### src/rtl/core/exptok_pkg.sv
// ============================================================================
// exptok_pkg
// Shared types, codes and lookup functions of the expression tokenizer.
// ============================================================================
package exptok_pkg;

  // Position counter width and depth of the identifier name buffer
  localparam int POS_W      = 16;
  localparam int NAME_LEN   = 5;
  localparam int NAME_IDX_W = $clog2(NAME_LEN);

  // Result field widths
  localparam int KIND_W = 6;
  localparam int OFS_W  = 16;
  localparam int ERR_W  = 2;

  // Token kinds
  localparam logic [KIND_W-1:0] KIND_NUMBER  = 6'd0;
  localparam logic [KIND_W-1:0] KIND_SYMBOL  = 6'd1;
  localparam logic [KIND_W-1:0] KIND_FUNC0   = 6'd2;
  localparam logic [KIND_W-1:0] KIND_GE      = 6'd18;
  localparam logic [KIND_W-1:0] KIND_LE      = 6'd19;
  localparam logic [KIND_W-1:0] KIND_EQ      = 6'd20;
  localparam logic [KIND_W-1:0] KIND_SINGLE0 = 6'd21;
  localparam logic [KIND_W-1:0] KIND_LT      = 6'd39;
  localparam logic [KIND_W-1:0] KIND_GT      = 6'd40;

  // Error codes
  localparam logic [ERR_W-1:0] ERR_OK      = 2'd0;
  localparam logic [ERR_W-1:0] ERR_UNKNOWN = 2'd1;
  localparam logic [ERR_W-1:0] ERR_LONG    = 2'd2;

  // Open run classes
  localparam logic [1:0] CLS_NONE  = 2'd0;
  localparam logic [1:0] CLS_NUM   = 2'd1;
  localparam logic [1:0] CLS_IDENT = 2'd2;

  // Pending first characters of two-character operators
  localparam logic [1:0] PEND_NONE = 2'd0;
  localparam logic [1:0] PEND_GT   = 2'd1;
  localparam logic [1:0] PEND_LT   = 2'd2;
  localparam logic [1:0] PEND_EQ   = 2'd3;

  // Character codes
  localparam logic [7:0] CH_ZERO  = "0";
  localparam logic [7:0] CH_NINE  = "9";
  localparam logic [7:0] CH_LOW_A = "a";
  localparam logic [7:0] CH_LOW_Z = "z";
  localparam logic [7:0] CH_UNDER = "_";
  localparam logic [7:0] CH_GT    = ">";
  localparam logic [7:0] CH_LT    = "<";
  localparam logic [7:0] CH_EQ    = "=";
  localparam logic [7:0] CH_SPACE = " ";
  localparam logic [7:0] CH_TAB   = 8'h09;
  localparam logic [7:0] CH_CR    = 8'h0D;

  // Built-in function names, right-justified: first character in the highest used byte
  localparam int FUNC_NUM   = 16;
  localparam int FUNC_CHARS = 5;

  typedef logic [FUNC_CHARS*8-1:0] fname_t;
  typedef logic [NAME_LEN-1:0][7:0] name_buf_t;

  localparam fname_t FUNC_NAMES [FUNC_NUM] = '{
    40'("sin"),   40'("cos"),   40'("tan"),   40'("asin"),
    40'("acos"),  40'("atan"),  40'("sinh"),  40'("cosh"),
    40'("tanh"),  40'("asinh"), 40'("acosh"), 40'("atanh"),
    40'("log"),   40'("exp"),   40'("pow"),   40'("sqrt")
  };
  localparam logic [2:0] FUNC_LENS [FUNC_NUM] = '{
    3'd3, 3'd3, 3'd3, 3'd4, 3'd4, 3'd4, 3'd4, 3'd4,
    3'd4, 3'd5, 3'd5, 3'd5, 3'd3, 3'd3, 3'd3, 3'd4
  };

  // Single-character operators and punctuation, in kind order
  localparam int SINGLE_NUM = 21;
  localparam logic [7:0] SINGLE_OPS [SINGLE_NUM] = '{
    "(", ")", "[", "]", "{", "}", ":", ";", ".", ",", 8'h22, 8'h27,
    "+", "-", "*", "/", "^", "%", "<", ">", "!"
  };

  // One result beat
  typedef struct packed {
    logic [KIND_W-1:0] kind;
    logic [OFS_W-1:0]  start;
    logic [OFS_W-1:0]  len;
    logic [ERR_W-1:0]  err;
    logic              last;
  } res_t;

  function automatic res_t mk_res(input logic [KIND_W-1:0] kind,
                                  input logic [POS_W-1:0]  start,
                                  input logic [POS_W-1:0]  len,
                                  input logic [ERR_W-1:0]  err);
    res_t r;
    r.kind  = kind;
    r.start = OFS_W'(start);
    r.len   = OFS_W'(len);
    r.err   = err;
    r.last  = 1'b0;
    return r;
  endfunction

  // Kind of a closed identifier run: a function when the name matches, else a symbol
  function automatic logic [KIND_W-1:0] ident_kind(input name_buf_t nb,
                                                   input logic [POS_W-1:0] len);
    logic [KIND_W-1:0] kind;
    logic              hit;
    int                pos;
    kind = KIND_SYMBOL;
    for (int i = FUNC_NUM - 1; i >= 0; i--) begin
      hit = (len == POS_W'(FUNC_LENS[i]));
      for (int k = 0; k < FUNC_CHARS; k++) begin
        if (k < int'(FUNC_LENS[i])) begin
          pos = int'(FUNC_LENS[i]) - 1 - k;
          if (nb[k] != FUNC_NAMES[i][pos*8 +: 8]) hit = 1'b0;
        end
      end
      if (hit) kind = KIND_FUNC0 + KIND_W'(i);
    end
    return kind;
  endfunction

  // Kind of a single-character operator; KIND_NUMBER when the byte is none
  function automatic logic [KIND_W-1:0] single_kind(input logic [7:0] b);
    logic [KIND_W-1:0] kind;
    kind = KIND_NUMBER;
    for (int i = SINGLE_NUM - 1; i >= 0; i--) begin
      if (b == SINGLE_OPS[i]) kind = KIND_SINGLE0 + KIND_W'(i);
    end
    return kind;
  endfunction

endpackage

### src/rtl/core/expression_tokenizer.sv
// ============================================================================
// expression_tokenizer
// Streaming maximal-munch lexer: one text byte in per beat, tokens out.
// ============================================================================
// The block takes one text byte per cycle and returns the tokens that byte
// completes, one output beat per token. A byte completes at most two tokens.
// Results are registered into a three-entry result queue before they appear
// on the output, and in_tready drops while two or more results wait in it. A
// byte that completes two tokens therefore holds the input off while its
// second token drains, and for longer while the output stalls. Bytes that
// complete one token or none are taken every cycle while the output is ready.
// The token kind travels on out_tuser. out_tlast marks the last result caused
// by one input byte. in_tlast marks the final byte of a text: unless an error
// has been reported, it flushes any open token, and it returns the block to
// its reset state.
module expression_tokenizer
  import exptok_pkg::*;
(
  input  logic        clk,
  input  logic        rst_n,
  input  logic        in_tvalid,
  output logic        in_tready,
  input  logic [7:0]  in_tdata,   // [7:0] text_byte
  input  logic        in_tlast,   // end_of_text
  output logic        out_tvalid,
  input  logic        out_tready,
  output logic [39:0] out_tdata,  // [15:0] token_start, [31:16] token_length,
                                  // [33:32] error_code, [39:34] zero
  output logic [5:0]  out_tuser,  // [5:0] token_kind
  output logic        out_tlast   // run_last
);

  localparam logic [POS_W-1:0] POS_MAX = {POS_W{1'b1}};

  // Lexer state
  logic [1:0]       cls_r,   cls_nxt;
  logic [POS_W-1:0] start_r, start_nxt;
  logic [POS_W-1:0] len_r,   len_nxt;
  logic [1:0]       pend_r,  pend_nxt;
  logic [POS_W-1:0] pos_r,   pos_nxt;
  logic             err_r,   err_nxt;
  name_buf_t        nbuf_r,  nbuf_nxt;

  // Result queue
  res_t             q_r [3];
  res_t             q_nxt [3];
  logic [1:0]       cnt_r, cnt_nxt;

  // Step results
  res_t             res_v [2];
  logic [1:0]       nres;
  logic [1:0]       cls_in;
  logic             consumed;
  logic             accept;
  logic             pop;
  logic [7:0]       b;
  logic             last;
  logic [KIND_W-1:0] op_kind;

  assign b      = in_tdata;
  assign last   = in_tlast;
  assign accept = in_tvalid & in_tready;
  assign pop    = out_tvalid & out_tready;

  assign in_tready  = (cnt_r <= 2'd1);
  assign out_tvalid = (cnt_r != 2'd0);
  assign out_tdata  = {6'd0, q_r[0].err, q_r[0].len, q_r[0].start};
  assign out_tuser  = q_r[0].kind;
  assign out_tlast  = q_r[0].last;

  // Classify the byte
  always_comb begin
    cls_in = CLS_NONE;
    if (b >= CH_ZERO && b <= CH_NINE) begin
      cls_in = CLS_NUM;
    end else if ((b >= CH_LOW_A && b <= CH_LOW_Z) || b == CH_UNDER) begin
      cls_in = CLS_IDENT;
    end
  end

  assign op_kind = single_kind(b);

  // Work out the results and next state for the incoming byte
  always_comb begin
    cls_nxt   = cls_r;
    start_nxt = start_r;
    len_nxt   = len_r;
    pend_nxt  = pend_r;
    pos_nxt   = pos_r;
    err_nxt   = err_r;
    nbuf_nxt  = nbuf_r;
    nres      = 2'd0;
    consumed  = 1'b0;
    res_v[0]  = mk_res(KIND_NUMBER, '0, '0, ERR_OK);
    res_v[1]  = mk_res(KIND_NUMBER, '0, '0, ERR_OK);

    if (!err_r) begin
      if (pos_r == POS_MAX) begin
        // Text too long: report, drop the open run and pending operator
        res_v[nres[0]] = mk_res(KIND_NUMBER, pos_r, '0, ERR_LONG);
        nres     = nres + 2'd1;
        err_nxt  = 1'b1;
        cls_nxt  = CLS_NONE;
        pend_nxt = PEND_NONE;
      end else begin
        // Resolve a pending '>', '<' or '='
        if (pend_nxt != PEND_NONE) begin
          if (b == CH_EQ) begin
            unique case (pend_nxt)
              PEND_GT: res_v[nres[0]] = mk_res(KIND_GE, pos_r - 1'b1, POS_W'(2), ERR_OK);
              PEND_LT: res_v[nres[0]] = mk_res(KIND_LE, pos_r - 1'b1, POS_W'(2), ERR_OK);
              default: res_v[nres[0]] = mk_res(KIND_EQ, pos_r - 1'b1, POS_W'(2), ERR_OK);
            endcase
            nres     = nres + 2'd1;
            consumed = 1'b1;
          end else if (pend_nxt == PEND_EQ) begin
            res_v[nres[0]] = mk_res(KIND_NUMBER, pos_r - 1'b1, '0, ERR_UNKNOWN);
            nres     = nres + 2'd1;
            err_nxt  = 1'b1;
            consumed = 1'b1;
          end else begin
            res_v[nres[0]] = mk_res((pend_nxt == PEND_GT) ? KIND_GT : KIND_LT,
                                    pos_r - 1'b1, POS_W'(1), ERR_OK);
            nres = nres + 2'd1;
          end
          pend_nxt = PEND_NONE;
        end

        if (!consumed) begin
          if (cls_in != CLS_NONE) begin
            // Extend or start a run
            if (cls_nxt != cls_in) begin
              if (cls_nxt == CLS_NUM) begin
                res_v[nres[0]] = mk_res(KIND_NUMBER, start_nxt, len_nxt, ERR_OK);
                nres = nres + 2'd1;
              end else if (cls_nxt == CLS_IDENT) begin
                res_v[nres[0]] = mk_res(ident_kind(nbuf_nxt, len_nxt), start_nxt,
                                        len_nxt, ERR_OK);
                nres = nres + 2'd1;
              end
              cls_nxt   = cls_in;
              start_nxt = pos_r;
              len_nxt   = '0;
            end
            if (cls_in == CLS_IDENT && len_nxt < POS_W'(NAME_LEN)) begin
              nbuf_nxt[len_nxt[NAME_IDX_W-1:0]] = b;
            end
            len_nxt = len_nxt + 1'b1;
          end else begin
            // Close the open run
            if (cls_nxt == CLS_NUM) begin
              res_v[nres[0]] = mk_res(KIND_NUMBER, start_nxt, len_nxt, ERR_OK);
              nres = nres + 2'd1;
            end else if (cls_nxt == CLS_IDENT) begin
              res_v[nres[0]] = mk_res(ident_kind(nbuf_nxt, len_nxt), start_nxt,
                                      len_nxt, ERR_OK);
              nres = nres + 2'd1;
            end
            cls_nxt = CLS_NONE;
            // Operators, whitespace and unknown characters
            if (b == CH_GT) begin
              pend_nxt = PEND_GT;
            end else if (b == CH_LT) begin
              pend_nxt = PEND_LT;
            end else if (b == CH_EQ) begin
              pend_nxt = PEND_EQ;
            end else if (b == CH_SPACE || (b >= CH_TAB && b <= CH_CR)) begin
              // skip whitespace
            end else if (op_kind != KIND_NUMBER) begin
              res_v[nres[0]] = mk_res(op_kind, pos_r, POS_W'(1), ERR_OK);
              nres = nres + 2'd1;
            end else begin
              res_v[nres[0]] = mk_res(KIND_NUMBER, pos_r, '0, ERR_UNKNOWN);
              nres    = nres + 2'd1;
              err_nxt = 1'b1;
            end
          end
        end

        if (!err_nxt) pos_nxt = pos_r + 1'b1;
      end

      // End of text: flush the open run and a pending operator
      if (last && !err_nxt) begin
        if (cls_nxt == CLS_NUM) begin
          res_v[nres[0]] = mk_res(KIND_NUMBER, start_nxt, len_nxt, ERR_OK);
          nres = nres + 2'd1;
        end else if (cls_nxt == CLS_IDENT) begin
          res_v[nres[0]] = mk_res(ident_kind(nbuf_nxt, len_nxt), start_nxt,
                                  len_nxt, ERR_OK);
          nres = nres + 2'd1;
        end
        if (pend_nxt == PEND_GT) begin
          res_v[nres[0]] = mk_res(KIND_GT, pos_r, POS_W'(1), ERR_OK);
          nres = nres + 2'd1;
        end else if (pend_nxt == PEND_LT) begin
          res_v[nres[0]] = mk_res(KIND_LT, pos_r, POS_W'(1), ERR_OK);
          nres = nres + 2'd1;
        end else if (pend_nxt == PEND_EQ) begin
          res_v[nres[0]] = mk_res(KIND_NUMBER, pos_r, '0, ERR_UNKNOWN);
          nres = nres + 2'd1;
        end
      end
    end

    // Mark the last result of this byte
    if (nres == 2'd1) res_v[0].last = 1'b1;
    if (nres == 2'd2) res_v[1].last = 1'b1;

    // Back to reset state after the final byte
    if (last) begin
      cls_nxt   = CLS_NONE;
      start_nxt = '0;
      len_nxt   = '0;
      pend_nxt  = PEND_NONE;
      pos_nxt   = '0;
      err_nxt   = 1'b0;
    end
  end

  // Drop the head on a taken beat, append this byte's results behind
  always_comb begin
    q_nxt   = q_r;
    cnt_nxt = cnt_r;
    if (pop) begin
      q_nxt[0] = q_r[1];
      q_nxt[1] = q_r[2];
      cnt_nxt  = cnt_r - 2'd1;
    end
    if (accept) begin
      if (nres != 2'd0) q_nxt[cnt_nxt] = res_v[0];
      if (nres == 2'd2) q_nxt[cnt_nxt + 2'd1] = res_v[1];
      cnt_nxt = cnt_nxt + nres;
    end
  end

  // Control state
  always_ff @(posedge clk) begin
    if (!rst_n) begin
      cls_r   <= CLS_NONE;
      start_r <= '0;
      len_r   <= '0;
      pend_r  <= PEND_NONE;
      pos_r   <= '0;
      err_r   <= 1'b0;
      cnt_r   <= 2'd0;
    end else begin
      cnt_r <= cnt_nxt;
      if (accept) begin
        cls_r   <= cls_nxt;
        start_r <= start_nxt;
        len_r   <= len_nxt;
        pend_r  <= pend_nxt;
        pos_r   <= pos_nxt;
        err_r   <= err_nxt;
      end
    end
  end

  // Payload: name buffer and result queue
  always_ff @(posedge clk) begin
    if (accept) nbuf_r <= nbuf_nxt;
    q_r <= q_nxt;
  end

endmodule
### config.mk
export PLATFORM = sky130hd
export DESIGN_NAME = expression_tokenizer
export DESIGN_NICKNAME = d
export VERILOG_FILES = /design/src/rtl/core/exptok_pkg.sv /design/src/rtl/core/expression_tokenizer.sv
export SDC_FILE = /design/constraint.sdc
export NUM_CORES = 1
export LEC_CHECK = 0
export ABC_AREA = 1
export BUFFER_PORTS_ARGS = -buffer_cell sky130_fd_sc_hd__buf_2
export CELL_PAD_IN_SITES_DETAIL_PLACEMENT = 1
export CELL_PAD_IN_SITES_GLOBAL_PLACEMENT = 1
export CORE_MARGIN = 2
export CORE_UTILIZATION = 45
export CTS_BUF_LIST = sky130_fd_sc_hd__clkbuf_16
export DETAILED_ROUTE_END_ITERATION = 7
export PLACE_DENSITY = 0.89
export SETUP_SLACK_MARGIN = 0.05
export SLEW_MARGIN = 20
export SYNTH_ARGS = -nofsm -noshare
export SYNTH_HDL_FRONTEND = slang
export SYNTH_SLANG_ARGS = --single-unit
export TNS_END_PERCENT = 30
### constraint.sdc
create_clock -name clk -period 11.45 [get_ports clk]
set_input_delay 1.145 -clock clk [delete_from_list [all_inputs] [get_ports clk]]
set_output_delay 1.145 -clock clk [all_outputs]
set_load 0.02 [all_outputs]
==> metrics.md <==
| Metric | Value |
|---|---|
| Outcome | finished clean |
| DIE AREA | about 44000 um2 |
| Vert. Die Dim | approximately 210 um |
| Sequential element share of the synthesized area | 27.2% |
| Post-CTS Setup Bufs | 0 |
| Synth warn | 0 |
| CTS tree | done |
| # rows | 75 |
| Post-DRT Antenna Nets | 0 |
| Total GRT Usage | 35.3% |
| Initial Util | a little under half |
| Worst hold path startpoint | start_r[6]$_SDFFE_PN0P_ |
| Setup slack, reg-to-reg | roughly 4.2 ns |
| Metal-1 WL | around 34000 um |
| Chip width | ~210 um |
| Leakage power | 8.75 nW |
| Initial antenna violation count | 4 |
| Layout Utilization | a little under half |
| Final Hold Vio Count | 0 |
| Worst Path Arrival | between 7 and 8 ns |
| H-tree levels | 1 |
| Final Critical Period | ~7.5 ns |
| Worst Path Buf+Inv | 9 |
| Total of cells resized after clock tree synthesis | 0 |
| Hold buffers post-CTS | 0 |
| Final WL | 79300 um |
| Synthesized instance count | 3106 |
| Top Layer Used | met5 |
| Max Cap Viol | 0 |
| Hold Crit Class | reg2reg |
| RSZ-0062 raised after global routing | no |
| Vias | 22100 |
| Clock Latency Late Sink | roughly 0.62 ns |
| Required @ worst endpoint | about 12 ns |
| CP top delay family | simple AND/OR/NAND/NOR gates |
| PortBufs | 55 |
| Clk Tree Root Cell | clkbuf_16 |
| Vias in the first global route | around 22000 |
| Startpoint Class | primary input |
| Clock buffer count from CTS | 29 |
| Top cells by area, synth | dfxtp_1, nand2_1, edfxtp_1 |
| Drt wl/cell | about 22 um |
| Worst Hold Endpoint | start_r[6]$_SDFFE_PN0P_ |
| Final setup TNS | 0 ns |
| Layout Skew | 0.0350 ns |
| Count leader, synth | nand2_1 |
| Distinct cells, synth | 69 |
| Clock sinks | between 200 and 250 |
| Post-synthesis async set-or-reset flop share | 0% |
| Slew @ Worst Pin | around 1.1 ns |
| GPL Wtd Cong | between 0.9 and 1 |
| CP max stage delay | slightly below 1 ns |
| Hold path cells | 2 |
| HPWL Detailed | between 50000 and 60000 um |
| Final Max Tran Viols | 0 |
| CP max FO | 47 |
| Critical Path Most Common Cell | inv_2 |
| Grt total ovfl | 0 |
| Area leader, netlist | dfxtp_1 |
| First-pass GRT wire length | 124000 um |
| Peak supply drop | 0.121 mV |
| PwrDens | 201 nW/um2 |
| Clk buf depth | 3 |
| Met3 WL | approximately 6600 um |
| Met2 routed WL | approximately 36000 um |
| Area Overhead vs Synth | 5.23% |
| Mean Syn Cell Area | a little over 6 um2 |
| Core area | between 40000 and 50000 um2 |
| Netlist Area Pre-Place | 19000 um2 |
| FF-to-FF Start | pend_r[0]$_SDFFE_PN0P_ |
| Seq cells post-synth | between 200 and 250 |
| EDFF count, synth | a little over 80 |
| Clock-pin slew on the worst setup and hold paths | 0.06 ns |
| FMAX | 133 MHz |
| Synth cell count leaders | nand2_1, a21oi_1, inv_1, o21ai_0, nor2_1 |
| Post-route clock period utilization | between 60 and 70% |
| Iter 0 DRT Violations | between 2000 and 2500 |
| DRC | 0 |
| R2R depth | 30 |
| Crit path capture type | flip-flop |
| Drt first pass iters | 5 |
| Crit path kind | in2reg |
| Final-report setup violation count | 0 |
| Reg2Reg Capture Point | out_tdata[17]$_DFF_P_ |
| Io pins | 62 |
| Max-slew headroom | a little over a quarter |
| Vias per cell | between 6 and 7 |
| Post-synth top area share | 14.4% |
| Slowest-stage cell, CP | inv_2 |
| Largest net degree at the start of global routing | a little over 100 |
| Top_reg_cell synth | dfxtp_1 |
| # nets final | 3023 |
| Share of post-route cells with drive strength above 1 | 8.94% |
| Fillers | between 5000 and 6000 |
-- final cells by class --
type	instances	area [um2]	share of cell area (%)
diodes	1	2.50	0.0125
clock buffers	29	726	3.62
clock inverters	25	189	0.943
inverters	365	1380	6.87
multi-input cells	2303	11400	57.0
flip-flops and latches	218	5170	25.8
well taps	539	674	3.37
repair buffers	80	463	2.31
-- worst max path at each step --
stage	slack [ns]	to	startpoint	depth (start not counted)
floorplan	6.88	pos_r[15]$_SDFFE_PN0P_	in_tvalid	10
global placement	3.96	out_tdata[32]$_DFF_P_	in_tdata[5]	26
detailed placement	3.69	out_tdata[21]$_DFF_P_	in_tdata[5]	26
CTS	4.25	out_tdata[17]$_DFF_P_	in_tdata[5]	26
global route	3.64	out_tdata[21]$_DFF_P_	in_tdata[5]	26
finish	3.93	out_tdata[17]$_DFF_P_	in_tdata[5]	26
-- power by group --
part / switching [mW] / internal (mW)
logic: 1.29 / 0.567
registers: 0.143 / 1.13
clock network: 0.397 / 0.507
total: 1.83 / 2.20
-- registers in the layout (all words and copies together), names as in the netlist, 2 cells and up --
| name | flops |
|---|---|
| cnt_r | 2 |
| nbuf_r | 40 |
| pos_r | 16 |
| start_r | 16 |
| q_r | 82 |
| len_r | 16 |
| out_tdata | 34 |
| cls_r | 2 |
| pend_r | 2 |
| out_tuser | 6 |
-- cells by family after synthesis --
logic type / Yosys count / share of synthesized area (%)
simple gates: 1368 / 31.6
compound gates: 904 / 26.6
buf+inv: 590 / 13.1
flops: 218 / 27.2
fa+ha+maj: 13 / 0.855
mux: 7 / 0.388
xor+xnor: 5 / 0.230
other cells: 1 / 0.0197
-- per-stage QoR --
stage          hold WS [ns]  area, um2  setup WS [ns]  std cells  power (mW)
2_1_floorplan         0.454      19100           6.88       3111        2.65
3_3_place_gp          0.460      19100           3.96       3505        2.95
3_5_place_dp          0.472      19100           3.69       3505        3.08
4_1_cts               0.482      20000           4.25       3559        4.00
5_1_grt               0.503      20000           3.64       3559        4.28
6_report              0.479      20000           3.93       3560        4.03
-- placed cells by master (no fill, tap or decap), types with 6 or more instances in the layout --
cell       synthesis  final
dfxtp_1          137    137
nand3_1          141    141
o211ai_1          85     85
nor2_2            19     20
nor3_1            54     54
clkinv_1           9     17
nand3_2            7      7
nand2_2           18     20
o22ai_1           26     26
a22oi_1           25     25
o221ai_1           9      9
buf_4             56     25
o21bai_1           6      6
conb_1             1      6
nor4_1            16     15
ha_1              13     13
o21ai_0          320    320
clkbuf_16          0     29
nand2_4            5      7
edfxtp_1          81     81
a211oi_1          17     17
or2_2             23     23
o21ai_1           51     49
inv_1            320    325
nand4_1           59     59
inv_2             34     34
nand2_1          697    693
o21ai_2            7      9
a21oi_1          327    327
buf_2             37     55
nor2_1           303    301
nor2_4             9     10
-- worst reg2reg max path: cells and delay by family, from the launching register on --
family,cells,cell delay (ns)
buffers and inverters,11,3.16
adder cells (fa/ha/maj),2,0.41
flip-flops,1,0.48
AND/OR/NAND/NOR,14,2.70
AO/OA/AOI/OAI,3,0.34
-- per-layer routing --
layer | vias to the layer above | track usage, %
li1 | 10200 | -
met1 | 10800 | 47.8
met2 | 923 | 56.6
met3 | 207 | 6.06
met4 | 4 | 12.5
met5 | - | 0
(Power assumes the default switching activity.)
